File: src/design/assert_macros.svh
// assert_macros.svh: concurrent assertion helpers for the I2C sequencer RTL.
// Depends on nothing; compiled away when SYNTHESIS is defined.
`ifndef ASSERT_MACROS_SVH
`define ASSERT_MACROS_SVH
`ifndef SYNTHESIS
// same-cycle implication
`define ASSERT_IMP(lbl, clk, rst_n, ante, cons) \
    lbl: assert property (@(posedge clk) disable iff (!rst_n) (ante) |-> (cons)) \
        else $error("assertion failed: same-cycle implication");
// next-cycle implication
`define ASSERT_NXT(lbl, clk, rst_n, ante, cons) \
    lbl: assert property (@(posedge clk) disable iff (!rst_n) (ante) |=> (cons)) \
        else $error("assertion failed: next-cycle implication");
`else
`define ASSERT_IMP(lbl, clk, rst_n, ante, cons)
`define ASSERT_NXT(lbl, clk, rst_n, ante, cons)
`endif
`endif

File: src/design/i2cms_pkg.sv
// i2cms_pkg: types, codes and widths for the I2C master command sequencer.
// No dependencies.
package i2cms_pkg;

    localparam int SYS_HZ_W     = 30;
    localparam int SCL_HZ_W     = 23;
    localparam int DEN_W        = 26;
    localparam int PRESCALE_W   = 16;
    localparam int POLL_CNT_W   = 10;
    localparam int CFG_IDX_W    = 1;
    localparam int CFG_DATA_W   = 30;

    localparam logic [SYS_HZ_W-1:0] SYS_HZ_RST = 30'd100000000;
    localparam logic [SCL_HZ_W-1:0] SCL_HZ_RST = 23'd100000;

    localparam logic [7:0] CR_STA  = 8'h80;
    localparam logic [7:0] CR_STO  = 8'h40;
    localparam logic [7:0] CR_RD   = 8'h20;
    localparam logic [7:0] CR_WR   = 8'h10;
    localparam logic [7:0] CR_NACK = 8'h08;
    localparam logic [7:0] CTR_EN  = 8'h80;

    typedef enum logic [CFG_IDX_W-1:0] {
        CFG_SYS_HZ = 1'd0,
        CFG_SCL_HZ = 1'd1
    } t_cfg_reg;

    typedef enum logic [2:0] {
        OP_INIT   = 3'd0,
        OP_HEADER = 3'd1,
        OP_SEND   = 3'd2,
        OP_RECV   = 3'd3,
        OP_POLL   = 3'd4
    } t_opcode;

    typedef enum logic [1:0] {
        K_WRITE = 2'd0,
        K_POLL  = 2'd1,
        K_DONE  = 2'd2,
        K_ERROR = 2'd3
    } t_kind;

    typedef enum logic [2:0] {
        RI_PRE_LO = 3'd0,
        RI_PRE_HI = 3'd1,
        RI_CTRL   = 3'd2,
        RI_TX     = 3'd3,
        RI_CMD    = 3'd4
    } t_reg_index;

    typedef enum logic [1:0] {
        ERR_NONE    = 2'd0,
        ERR_NACK    = 2'd1,
        ERR_TIMEOUT = 2'd2
    } t_err;

    typedef enum logic [1:0] {
        ST_IDLE,
        ST_DIVIDE,
        ST_EMIT
    } t_state;

    typedef struct packed {
        logic [2:0] opcode;
        logic [6:0] slave_address;
        logic       read_not_write;
        logic       hold_bus;
        logic [7:0] tx_byte;
        logic       last_byte;
        logic       busy_req;
        logic       nack;
        logic [7:0] rx_byte;
    } t_in;

    typedef struct packed {
        logic [1:0] kind;
        logic [2:0] reg_index;
        logic [7:0] reg_value;
        logic [7:0] rx_data;
        logic [1:0] error_code;
        logic       last;
    } t_out;

endpackage

File: src/design/i2c_master_command_sequencer.sv
// i2c_master_command_sequencer: turns init/header/send/receive/poll commands
// into register-write, poll-request, done and error beats for an I2C core.
// Depends on i2cms_pkg, i2cms_div and assert_macros.svh.
//
// One command is taken at a time; o_in_stall stays high until its last
// result beat is loaded into the output register. Header and send emit three
// result beats, receive two and a poll response one; a poll with nothing
// pending or an unused opcode emits none. Init runs the prescale division
// floor(sys/(5*scl)) through the shift-subtract divider at one quotient bit
// per cycle, then emits three beats. A stall on the output side holds the
// result beats back.
`include "assert_macros.svh"
module i2c_master_command_sequencer
    import i2cms_pkg::*;
#(
    parameter int MAX_POLLS = 10
) (
    input  logic                  i_clk,
    input  logic                  i_rst_n,
    input  logic                  i_cfg_we,
    input  logic [CFG_IDX_W-1:0]  i_cfg_index,
    input  logic [CFG_DATA_W-1:0] i_cfg_data,
    input  logic                  i_in_valid,
    output logic                  o_in_stall,
    input  t_in                   i_in,
    output logic                  o_out_valid,
    input  logic                  i_out_stall,
    output t_out                  o_out
);

    localparam logic [POLL_CNT_W-1:0] MaxPolls = POLL_CNT_W'(MAX_POLLS);

    function automatic t_out mk_res(t_kind kind, t_reg_index idx, logic [7:0] val,
                                    logic [7:0] rx, t_err err, logic last);
        t_out res;
        res.kind       = kind;
        res.reg_index  = idx;
        res.reg_value  = val;
        res.rx_data    = rx;
        res.error_code = err;
        res.last       = last;
        return res;
    endfunction

    t_state                r_state, n_state;
    logic [SYS_HZ_W-1:0]   r_sys_hz;
    logic [SCL_HZ_W-1:0]   r_scl_hz;
    logic                  r_awaiting, n_awaiting;
    logic                  r_check_ack, n_check_ack;
    logic                  r_rsm, n_rsm;
    logic [POLL_CNT_W-1:0] r_poll_cnt, n_poll_cnt;
    logic [1:0]            r_idx, n_idx;
    logic [1:0]            r_num, n_num;
    logic                  r_ovalid, n_ovalid;
    t_out                  r_out;
    t_out                  r_res [3];
    t_out                  n_res [3];

    logic                  in_take;
    logic                  out_take;
    logic                  load;
    logic                  div_start;
    logic                  div_done;
    logic [SYS_HZ_W-1:0]   div_quot;
    logic [DEN_W-1:0]      div_den;
    logic [SYS_HZ_W-1:0]   quot_m1;
    logic [PRESCALE_W-1:0] prescale;
    logic [POLL_CNT_W-1:0] cnt_inc;

    assign div_den = (DEN_W'(r_scl_hz) << 2) + DEN_W'(r_scl_hz);

    i2cms_div u_div (
        .i_clk   (i_clk),
        .i_rst_n (i_rst_n),
        .i_start (div_start),
        .i_num   (r_sys_hz),
        .i_den   (div_den),
        .o_done  (div_done),
        .o_quot  (div_quot)
    );

    always_comb begin
        quot_m1 = div_quot - 1'b1;
        if (div_quot == '0) begin
            prescale = '0;
        end else if (|quot_m1[SYS_HZ_W-1:PRESCALE_W]) begin
            prescale = '1;
        end else begin
            prescale = quot_m1[PRESCALE_W-1:0];
        end
    end

    // handshake and unit control
    always_comb begin
        o_in_stall = (r_state != ST_IDLE);
        in_take    = i_in_valid && (r_state == ST_IDLE);
        out_take   = r_ovalid && !i_out_stall;
        load       = (r_state == ST_EMIT) && (!r_ovalid || !i_out_stall);
        div_start  = in_take && (i_in.opcode == OP_INIT);
    end

    // next state
    always_comb begin
        n_state = r_state;
        case (r_state)
            ST_IDLE: begin
                if (in_take) begin
                    case (i_in.opcode)
                        OP_INIT:   n_state = ST_DIVIDE;
                        OP_HEADER: n_state = ST_EMIT;
                        OP_SEND:   n_state = ST_EMIT;
                        OP_RECV:   n_state = ST_EMIT;
                        OP_POLL:   n_state = r_awaiting ? ST_EMIT : ST_IDLE;
                        default:   n_state = ST_IDLE;
                    endcase
                end
            end
            ST_DIVIDE: begin
                if (div_done) begin
                    n_state = ST_EMIT;
                end
            end
            ST_EMIT: begin
                if (load && (r_idx == r_num - 2'd1)) begin
                    n_state = ST_IDLE;
                end
            end
            default: n_state = ST_IDLE;
        endcase
    end

    // command decode, sequencer state and result staging
    always_comb begin
        n_awaiting  = r_awaiting;
        n_check_ack = r_check_ack;
        n_rsm       = r_rsm;
        n_poll_cnt  = r_poll_cnt;
        n_idx       = load ? r_idx + 2'd1 : r_idx;
        n_num       = r_num;
        n_ovalid    = load ? 1'b1 : (out_take ? 1'b0 : r_ovalid);
        n_res       = r_res;
        cnt_inc     = r_poll_cnt + 1'b1;
        if (in_take) begin
            n_idx = '0;
            case (i_in.opcode)
                OP_INIT: begin
                    n_awaiting  = 1'b0;
                    n_check_ack = 1'b0;
                    n_poll_cnt  = '0;
                    n_rsm       = 1'b0;
                    n_num       = 2'd3;
                    n_res[2]    = mk_res(K_WRITE, RI_CTRL, CTR_EN, '0, ERR_NONE, 1'b1);
                end
                OP_HEADER: begin
                    n_rsm       = i_in.hold_bus;
                    n_awaiting  = 1'b1;
                    n_check_ack = 1'b1;
                    n_poll_cnt  = '0;
                    n_num       = 2'd3;
                    n_res[0]    = mk_res(K_WRITE, RI_TX,
                                         {i_in.slave_address, i_in.read_not_write},
                                         '0, ERR_NONE, 1'b0);
                    n_res[1]    = mk_res(K_WRITE, RI_CMD, CR_STA | CR_WR, '0,
                                         ERR_NONE, 1'b0);
                    n_res[2]    = mk_res(K_POLL, RI_PRE_LO, '0, '0, ERR_NONE, 1'b1);
                end
                OP_SEND: begin
                    n_awaiting  = 1'b1;
                    n_check_ack = 1'b1;
                    n_poll_cnt  = '0;
                    n_num       = 2'd3;
                    n_res[0]    = mk_res(K_WRITE, RI_TX, i_in.tx_byte, '0, ERR_NONE, 1'b0);
                    n_res[1]    = mk_res(K_WRITE, RI_CMD,
                                         (i_in.last_byte && !r_rsm) ? (CR_STO | CR_WR)
                                                                    : CR_WR,
                                         '0, ERR_NONE, 1'b0);
                    n_res[2]    = mk_res(K_POLL, RI_PRE_LO, '0, '0, ERR_NONE, 1'b1);
                end
                OP_RECV: begin
                    n_awaiting  = 1'b1;
                    n_check_ack = 1'b0;
                    n_poll_cnt  = '0;
                    n_num       = 2'd2;
                    n_res[0]    = mk_res(K_WRITE, RI_CMD,
                                         i_in.last_byte ? (CR_STO | CR_RD | CR_NACK)
                                                        : CR_RD,
                                         '0, ERR_NONE, 1'b0);
                    n_res[1]    = mk_res(K_POLL, RI_PRE_LO, '0, '0, ERR_NONE, 1'b1);
                end
                OP_POLL: begin
                    n_num = 2'd1;
                    if (r_awaiting) begin
                        if (i_in.busy_req) begin
                            n_poll_cnt = cnt_inc;
                            if (cnt_inc >= MaxPolls) begin
                                n_awaiting = 1'b0;
                                n_res[0]   = mk_res(K_ERROR, RI_PRE_LO, '0, '0,
                                                    ERR_TIMEOUT, 1'b1);
                            end else begin
                                n_res[0]   = mk_res(K_POLL, RI_PRE_LO, '0, '0,
                                                    ERR_NONE, 1'b1);
                            end
                        end else begin
                            n_awaiting = 1'b0;
                            if (r_check_ack && i_in.nack) begin
                                n_res[0] = mk_res(K_ERROR, RI_PRE_LO, '0, '0,
                                                  ERR_NACK, 1'b1);
                            end else begin
                                n_res[0] = mk_res(K_DONE, RI_PRE_LO, '0,
                                                  r_check_ack ? 8'h00 : i_in.rx_byte,
                                                  ERR_NONE, 1'b1);
                            end
                        end
                    end
                end
                default: n_num = r_num;
            endcase
        end
        if (div_done) begin
            n_res[0] = mk_res(K_WRITE, RI_PRE_LO, prescale[7:0], '0, ERR_NONE, 1'b0);
            n_res[1] = mk_res(K_WRITE, RI_PRE_HI, prescale[15:8], '0, ERR_NONE, 1'b0);
        end
    end

    always_ff @(posedge i_clk) begin
        if (!i_rst_n) begin
            r_state     <= ST_IDLE;
            r_sys_hz    <= SYS_HZ_RST;
            r_scl_hz    <= SCL_HZ_RST;
            r_awaiting  <= 1'b0;
            r_check_ack <= 1'b0;
            r_rsm       <= 1'b0;
            r_poll_cnt  <= '0;
            r_idx       <= '0;
            r_num       <= '0;
            r_ovalid    <= 1'b0;
        end else begin
            r_state     <= n_state;
            r_awaiting  <= n_awaiting;
            r_check_ack <= n_check_ack;
            r_rsm       <= n_rsm;
            r_poll_cnt  <= n_poll_cnt;
            r_idx       <= n_idx;
            r_num       <= n_num;
            r_ovalid    <= n_ovalid;
            if (i_cfg_we) begin
                case (i_cfg_index)
                    CFG_SYS_HZ: r_sys_hz <= i_cfg_data[SYS_HZ_W-1:0];
                    CFG_SCL_HZ: r_scl_hz <= i_cfg_data[SCL_HZ_W-1:0];
                    default:    r_sys_hz <= r_sys_hz;
                endcase
            end
        end
    end

    always_ff @(posedge i_clk) begin
        r_res <= n_res;
        if (load) begin
            r_out <= r_res[r_idx];
        end
    end

    assign o_out_valid = r_ovalid;
    assign o_out       = r_out;

    `ASSERT_IMP(a_idx_in_range, i_clk, i_rst_n, r_state == ST_EMIT, r_idx < r_num)
    `ASSERT_IMP(a_div_done_in_divide, i_clk, i_rst_n, div_done, r_state == ST_DIVIDE)
    `ASSERT_IMP(a_poll_below_limit, i_clk, i_rst_n, r_awaiting, r_poll_cnt < MaxPolls)
    `ASSERT_NXT(a_last_beat_frees, i_clk, i_rst_n, load && r_res[r_idx].last,
                r_state == ST_IDLE && o_out.last)
    `ASSERT_NXT(a_init_clears_poll, i_clk, i_rst_n, div_start, !r_awaiting && !r_rsm)

endmodule

File: src/design/i2cms_div.sv
// i2cms_div: restoring divider, one quotient bit per cycle, for the prescale.
// Depends on i2cms_pkg.
module i2cms_div
    import i2cms_pkg::*;
(
    input  logic                i_clk,
    input  logic                i_rst_n,
    input  logic                i_start,
    input  logic [SYS_HZ_W-1:0] i_num,
    input  logic [DEN_W-1:0]    i_den,
    output logic                o_done,
    output logic [SYS_HZ_W-1:0] o_quot
);

    localparam int StepW = $clog2(SYS_HZ_W);

    logic                r_busy, n_busy;
    logic                r_done, n_done;
    logic [StepW-1:0]    r_cnt, n_cnt;
    logic [SYS_HZ_W-1:0] r_quot, n_quot;
    logic [DEN_W-1:0]    r_rem, n_rem;
    logic [DEN_W-1:0]    r_den, n_den;

    logic [DEN_W:0] trial;
    logic [DEN_W:0] diff;
    logic           fits;

    always_comb begin
        trial = {r_rem, r_quot[SYS_HZ_W-1]};
        diff  = trial - {1'b0, r_den};
        fits  = trial >= {1'b0, r_den};
    end

    always_comb begin
        n_busy = r_busy;
        n_done = 1'b0;
        n_cnt  = r_cnt;
        n_quot = r_quot;
        n_rem  = r_rem;
        n_den  = r_den;
        if (i_start) begin
            n_busy = 1'b1;
            n_cnt  = '0;
            n_quot = i_num;
            n_rem  = '0;
            n_den  = i_den;
        end else if (r_busy) begin
            n_quot = {r_quot[SYS_HZ_W-2:0], fits};
            n_rem  = fits ? diff[DEN_W-1:0] : trial[DEN_W-1:0];
            n_cnt  = r_cnt + 1'b1;
            if (r_cnt == StepW'(SYS_HZ_W - 1)) begin
                n_busy = 1'b0;
                n_done = 1'b1;
            end
        end
    end

    always_ff @(posedge i_clk) begin
        if (!i_rst_n) begin
            r_busy <= 1'b0;
            r_done <= 1'b0;
            r_cnt  <= '0;
        end else begin
            r_busy <= n_busy;
            r_done <= n_done;
            r_cnt  <= n_cnt;
        end
    end

    always_ff @(posedge i_clk) begin
        r_quot <= n_quot;
        r_rem  <= n_rem;
        r_den  <= n_den;
    end

    assign o_done = r_done;
    assign o_quot = r_quot;

endmodule
File: config.mk
export PLATFORM = sky130hd
export DESIGN_NAME = i2c_master_command_sequencer
export DESIGN_NICKNAME = d
export VERILOG_FILES = /design/src/design/i2cms_pkg.sv /design/src/design/i2c_master_command_sequencer.sv /design/src/design/i2cms_div.sv
export VERILOG_INCLUDE_DIRS = /design/src /design/src/design
export SDC_FILE = /design/constraint.sdc
export NUM_CORES = 1
export LEC_CHECK = 0
export BUFFER_PORTS_ARGS = -buffer_cell sky130_fd_sc_hd__buf_2
export CORE_UTILIZATION = 60
export CTS_BUF_LIST = sky130_fd_sc_hd__clkbuf_8
export CTS_CLUSTER_DIAMETER = 100
export DETAILED_ROUTE_END_ITERATION = 7
export GPL_TIMING_DRIVEN = 0
export PLACE_DENSITY = 0.8
export SETUP_SLACK_MARGIN = 0.15
export SYNTH_ARGS = -nofsm -noshare
export SYNTH_HDL_FRONTEND = slang
export SYNTH_SLANG_ARGS = --single-unit
File: constraint.sdc
create_clock -name i_clk -period 4.7 [get_ports i_clk]
set_clock_uncertainty 0.1 [all_clocks]
set_input_delay 0.47 -clock i_clk [delete_from_list [all_inputs] [get_ports i_clk]]
set_output_delay 0.47 -clock i_clk [all_outputs]
set_load 0.005 [all_outputs]
==> impl_metrics.json, run 1 <==
{
  "diodes": 0,
  "die_w_microns": 144,
  "row_count": 51,
  "first_pass_iters": 7,
  "max_freq_mhz": 287,
  "cts_buffers": 37,
  "crit_path_end": "u_div.o_quot[1]",
  "die_h_microns": 144,
  "drtIter0Drc": 901,
  "antenna_left": 0,
  "crit_arrival_ns": 3.51,
  "grt_antenna_before_repair": 1,
  "synth_fp_nets": 1499,
  "startpoint": "r_state[1]",
  "die_area_sq_um": 20800,
  "grt_pass1_vias": 9487,
  "grt_use_total_pct": 29.0,
  "slowest_stage": "nand2_1",
  "critPathLaunchType": "flip-flop",
  "finalNetCount": 1629,
  "rr_worst_depth": 7,
  "globalplace.congestion": 0.934,
  "rsz0062_at_grt": "no",
  "critPathRequiredTime_ns": 4.73,
  "cts_resized": 0,
  "pin_count": 93,
  "clock_path_buffers": 3,
  "outcome": "finished clean",
  "crit_chain": "nor2_1, nand2_1, nor2_1, nand2_1, clkbuf_1, clkbuf_1, nand2_1",
  "synth_seq_cells": 222,
  "async_flop_share_pct": 0,
  "ys.warnings.count": 0,
  "tightest_slew_ns": 1.21,
  "fin_crit_ns": 3.48,
  "hold_violations": 0,
  "num_vias": 10500,
  "synthFlopType": "dfxtp_1",
  "cp_common_cell": "nand2_1",
  "synth_cell_types": 72,
  "synth_seq_area_share_pct": 44.6,
  "tritoncts": "yes",
  "avgSynthCellArea_sq_um": 8.83,
  "routed_wirelength_microns": 29500,
  "endpoint_kind": "flip-flop",
  "ctsHoldBuffers": 0,
  "power_density_nw_per_um2": 431,
  "start_util_pct": 61.9,
  "drive_gt1_share_pct": 11.4,
  "netlist.top_cell.by_area": "edfxtp_1",
  "cts_sinks": 222,
  "area_delta_synth_final_pct": 12.8,
  "r2r_start": "r_state[1]",
  "htreeDepth": 2,
  "synthCells": 1378,
  "grt_pass1_wl_microns": 47200,
  "grt_max_degree": 36,
  "overflow": 0,
  "fin_crit_sh_pct": 74.1,
  "vdd_drop_max_v": 0.000272,
  "slowest_delay_ns": 0.96,
  "postCtsSetupBuffers": 0,
  "clk_latency_ns": 0.53,
  "drc_errors": 0,
  "crit_type": "flip-flop to flip-flop",
  "hp-class": "input port to flip-flop",
  "wl_per_cell_microns": 16.4,
  "path_max_fanout": 30,
  "layout.cells.non_filler": 1801,
  "power.leakage_nw": 5.62,
  "setup_viol": 0,
  "rrSetupSlack_ns": 1.22,
  "fin_tns_setup_ns": 0,
  "yosys-top-cells-area": "edfxtp_1, dfxtp_1, nand2_1",
  "dp_cells": 1734,
  "cts_root_buffer": "clkbuf_8",
  "synth_edf_count": 98,
  "numPortBuffers": 90,
  "max_cap_viol_count": 0,
  "slew_headroom_pct": 19.2,
  "netlist_area_sq_um": 12200,
  "drv_slew": 0,
  "fin_util_pct": 69.8,
  "via_per_inst": 5.84,
  "hp-start": "i_cfg_data[23]",
  "fp.coreArea_sq_um": 19700,
  "cts.clk_slew.worst_paths_ns": 0.06,
  "yosysTopAreaCellShare_pct": 24.2,
  "hpwl_microns": 21800,
  "r2r_end": "u_div.o_quot[1]"
}
==> how the worst min path moves through the flow <==
| stage | to | cells after the start |
|---|---|---|
| after floorplan | r_res[50] | 2 |
| after global placement | r_res[50] | 2 |
| after detailed placement | r_res[48] | 1 |
| after CTS | r_sys_hz[24] | 3 |
| after global routing | r_sys_hz[24] | 3 |
| final | r_sys_hz[23] | 3 |
==> critical path, delay by kind of cell (launching register included) <==
kind                   cells  cell delay [ns]
and+or+nand+nor            5             2.02
buffers and inverters      2             0.63
DFF                        1             0.33
==> registers in the layout (all words and copies together) (netlist names), 2 cells and up <==
signal,flops
r_res,36
r_sys_hz,30
u_div.o_quot,30
u_div.r_den,26
u_div.r_rem,26
o_out,24
r_scl_hz,23
r_poll_cnt,10
u_div.r_cnt,5
r_idx,2
r_num,2
r_state,2
==> layout make-up <==
type | count | area [sq um]
Sequential cell | 222 | 5430
Inverter | 51 | 191
Timing Repair Buffer | 91 | 465
Buffer | 64 | 270
Clock inverter | 20 | 110
Fill cell | 1575 | 5930
Tap cell | 265 | 332
Clock buffer | 47 | 647
Multi-Input combinational cell | 1041 | 6280
==> layer usage <==
metal  part of all wire [%]  up-vias  track usage (%)
met5                      0        -                0
met4                    3.1        0             11.0
met3                    7.4       75             4.54
met2                     45      394             45.0
met1                     45     4868             40.6
li1                       -     5172                -
==> power breakdown <==
| group | internal, mW | switching [mW] | total, mW |
|---|---|---|---|
| logic | 0.778 | 1.06 | 1.84 |
| registers | 2.21 | 0.132 | 2.35 |
| clock network | 0.956 | 0.770 | 1.73 |
| total | 3.95 | 1.96 | 5.91 |
==> cell usage after synthesis (5+ instances only) <==
| master | n |
|---|---|
| o21a_1 | 15 |
| mux2i_1 | 29 |
| nand2b_1 | 17 |
| ha_1 | 52 |
| inv_1 | 51 |
| edfxtp_1 | 98 |
| a22o_1 | 8 |
| nand3_1 | 51 |
| xnor2_1 | 34 |
| nand3b_1 | 9 |
| clkbuf_1 | 55 |
| nor2b_1 | 13 |
| xor2_1 | 21 |
| a21boi_0 | 47 |
| a21oi_1 | 110 |
| nor3_1 | 38 |
| o21ai_0 | 70 |
| nand4_1 | 8 |
| a31oi_1 | 15 |
| a21o_1 | 14 |
| and3_1 | 17 |
| or3b_2 | 5 |
| nor2_1 | 106 |
| o31ai_1 | 5 |
| nor3b_1 | 5 |
| nand2_1 | 239 |
| and2_1 | 21 |
| a211oi_1 | 11 |
| or3_1 | 6 |
| dfxtp_1 | 124 |
==> through the flow <==
stage / area [sq um] / worst slack (ns) / power [mW] / hold slack [ns]
2_1_floorplan: 12200 / 2.00 / 3.76 / 0.317
3_3_place_gp: 12900 / 1.01 / 4.14 / 0.334
3_5_place_dp: 13000 / 0.988 / 4.18 / 0.341
4_1_cts: 13700 / 1.22 / 5.90 / 0.0302
5_1_grt: 13700 / 0.896 / 6.23 / 0.0495
6_report: 13700 / 1.22 / 5.91 / 0.0456
==> placed cells by master (no fill, tap or decap), drive strengths merged, types with 8 or more instances in the layout <==
cell,n
nand2,240
nor3,38
and2,21
a21oi,113
a211oi,11
o21a,15
o21ai,73
nor2b,13
a31oi,15
edfxtp,98
buf,100
nand3b,9
dfxtp,124
inv,66
nand3,52
and3,17
a21o,14
a22o,8
nand4,8
xnor2,34
mux2i,29
clkbuf,102
ha,52
nor2,107
a21boi,47
nand2b,17
xor2,21
==> cell families after synthesis <==
group	Yosys count	synth area share, %
buf+inv	115	3.79
compound gates	346	18.1
simple gates	556	21.4
mux	29	2.39
flops	222	44.6
fa+ha+maj	55	5.76
xor+xnor	55	3.96
Note: power is estimated with default switching activity, not from simulation.
==> inputs of run 2 (changes only) <==
==> constraint.sdc (replaced) <==
create_clock -name i_clk -period 3.3 [get_ports i_clk]
set_clock_uncertainty 0.1 [all_clocks]
set_input_delay 0.33 -clock i_clk [delete_from_list [all_inputs] [get_ports i_clk]]
set_output_delay 0.33 -clock i_clk [all_outputs]
set_load 0.005 [all_outputs]
==> run 2 against run 1 <==
Routed wire length is 3.6% higher. Worst setup slack lost 0.95 ns. Sequential share of layout area decreased by 1.2 points. Clock power rose by 42%. Register-to-register slack got worse by 0.95 ns. Critical path depth rose by 4. Highest routed layer unchanged. Final cell count rose by 2.3%.
==> impl_metrics.json, run 2 (synthesis results as in run 1) <==
{
  "fp.coreArea_sq_um": 19700,
  "hold_violations": 0,
  "diodes": 0,
  "max_cap_viol_count": 0,
  "die_h_microns": 144,
  "routed_wirelength_microns": 30500,
  "antenna_left": 0,
  "via_per_inst": 5.87,
  "slew_headroom_pct": 30.7,
  "power.leakage_nw": 5.80,
  "endpoint_kind": "flip-flop",
  "pin_count": 93,
  "first_pass_iters": 5,
  "largest_reg_flops": 36,
  "drc_errors": 0,
  "start_util_pct": 61.9,
  "place_area_sq_um": 13000,
  "vdd_drop_max_v": 0.000390,
  "drive_gt1_share_pct": 11.7,
  "setup_viol": 0,
  "die_area_sq_um": 20800,
  "critPathLaunchType": "flip-flop",
  "hpwl_microns": 21800,
  "row_count": 51,
  "grt_max_degree": 36,
  "top_layer_used": "met4",
  "globalplace.congestion": 0.934,
  "grt_pass1_wl_microns": 48800,
  "area_delta_synth_final_pct": 16.5,
  "num_vias": 10800,
  "crit_type": "flip-flop to flip-flop",
  "fin_crit_ns": 3.04,
  "wl_met1_microns": 13200,
  "drtIter0Drc": 932,
  "numPortBuffers": 90,
  "finalNetCount": 1671,
  "rrSetupSlack_ns": 0.26,
  "fin_crit_sh_pct": 92.0,
  "regMostFlops": "r_res",
  "final_common_cell": "nand2_1",
  "cts_buffers": 37,
  "critPathRequiredTime_ns": 3.58,
  "crit_arrival_ns": 3.31,
  "die_w_microns": 144,
  "wl_per_cell_microns": 16.6,
  "final_area_sq_um": 14200,
  "clock_path_buffers": 3,
  "hp-class": "input port to flip-flop",
  "overflow": 0,
  "nFillCells": 1502,
  "grt_pass1_vias": 9878,
  "rsz0062_at_grt": "no",
  "layout.cells.most_common_list": "nand2_1, dfxtp_1, a21oi_1",
  "grt_use_total_pct": 30.0,
  "grt_antenna_before_repair": 1,
  "max_freq_mhz": 329,
  "cts_sinks": 222,
  "fin_tns_setup_ns": 0,
  "startpoint": "u_div.r_den[18]",
  "cts.clk_slew.worst_paths_ns": 0.06,
  "wl_met2_microns": 13800,
  "r2r_start": "u_div.r_den[18]",
  "cts_root_buffer": "clkbuf_8",
  "path_max_fanout": 10,
  "tritoncts": "yes",
  "outcome": "finished clean",
  "met3WireLength_microns": 2500,
  "htreeDepth": 2,
  "hp-start": "i_in[9]",
  "tightest_slew_ns": 1.01,
  "clk_latency_ns": 0.53,
  "power_density_nw_per_um2": 599,
  "drv_slew": 0
}
[run 2: changes by cell type in the layout (fill, tap and decap cells not counted), moves of 2 or more]
cell           delta
buf_4             +2
dlygate4sd3_1    +40
o21ai_0           -2
o21ai_2           +2
[run 2: final cells by class]
type,instances,area (sq um),share of cell area [%]
Multi-Input combinational cell,1041,6310,44.6
Sequential cell,222,5430,38.3
Timing Repair Buffer,133,881,6.22
Clock buffer,47,647,4.57
Tap cell,265,332,2.34
Buffer,64,270,1.91
Inverter,51,191,1.35
Clock inverter,20,110,0.777
[run 2: final timing paths]
check,cells after the start,endpoint
max,11,u_div.r_rem[16]
min,3,r_res[50]
max reg2reg,11,u_div.r_rem[16]
min reg2reg,1,r_res[48]
[run 2: repair_timing]
item                                    in CTS  in global routing
hold buffers                                40                  0
hold endpoints to repair                    55                  0
pin swaps                                    0                  0
buffers inserted                             0                  2
gates resized for setup                      2                  9
endpoints found under the setup margin      32                 57
[run 2: power by group]
group	internal (mW)	switching, mW	total (mW)	leakage [nW]
sequential	3.15	0.188	3.34	1.93
combinational	1.15	1.54	2.69	3.43
clock	1.36	1.10	2.46	0.444
[run 2: metal layers]
metal  vias up  global-route usage [%]
li1       5246                       -
met1      5025                    41.0
met2       473                    47.1
met3        79                    4.90
met4         0                    12.5
met5         -                       0
[run 2: per-stage QoR]
| step | power (mW) | setup slack (ns) | hold WS [ns] | std cells | utilization [%] |
|---|---|---|---|---|---|
| 6_report | 8.49 | 0.265 | 0.0296 | 1843 | 72.1 |
| 5_1_grt | 8.95 | 0.159 | 0.0505 | 1843 | 72.1 |
| 3_5_place_dp | 5.96 | -0.272 | 0.341 | 1734 | 66.0 |
| 4_1_cts | 8.44 | 0.175 | 0.00280 | 1841 | 71.9 |
| 3_3_place_gp | 5.89 | -0.251 | 0.334 | 1733 | 65.9 |
| 2_1_floorplan | 5.36 | 0.673 | 0.317 | 1378 | - |
[run 2: critical path, stage by stage, from the launching register on]
cell	delay (ns)
edfxtp_1	0.35
inv_1	0.06
ha_1	0.37
a21oi_1	0.28
o21ai_2	0.15
or3_1	0.38
a211o_1	0.27
a21oi_2	0.21
buf_6	0.19
buf_6	0.19
mux2i_1	0.25
a21oi_1	0.10
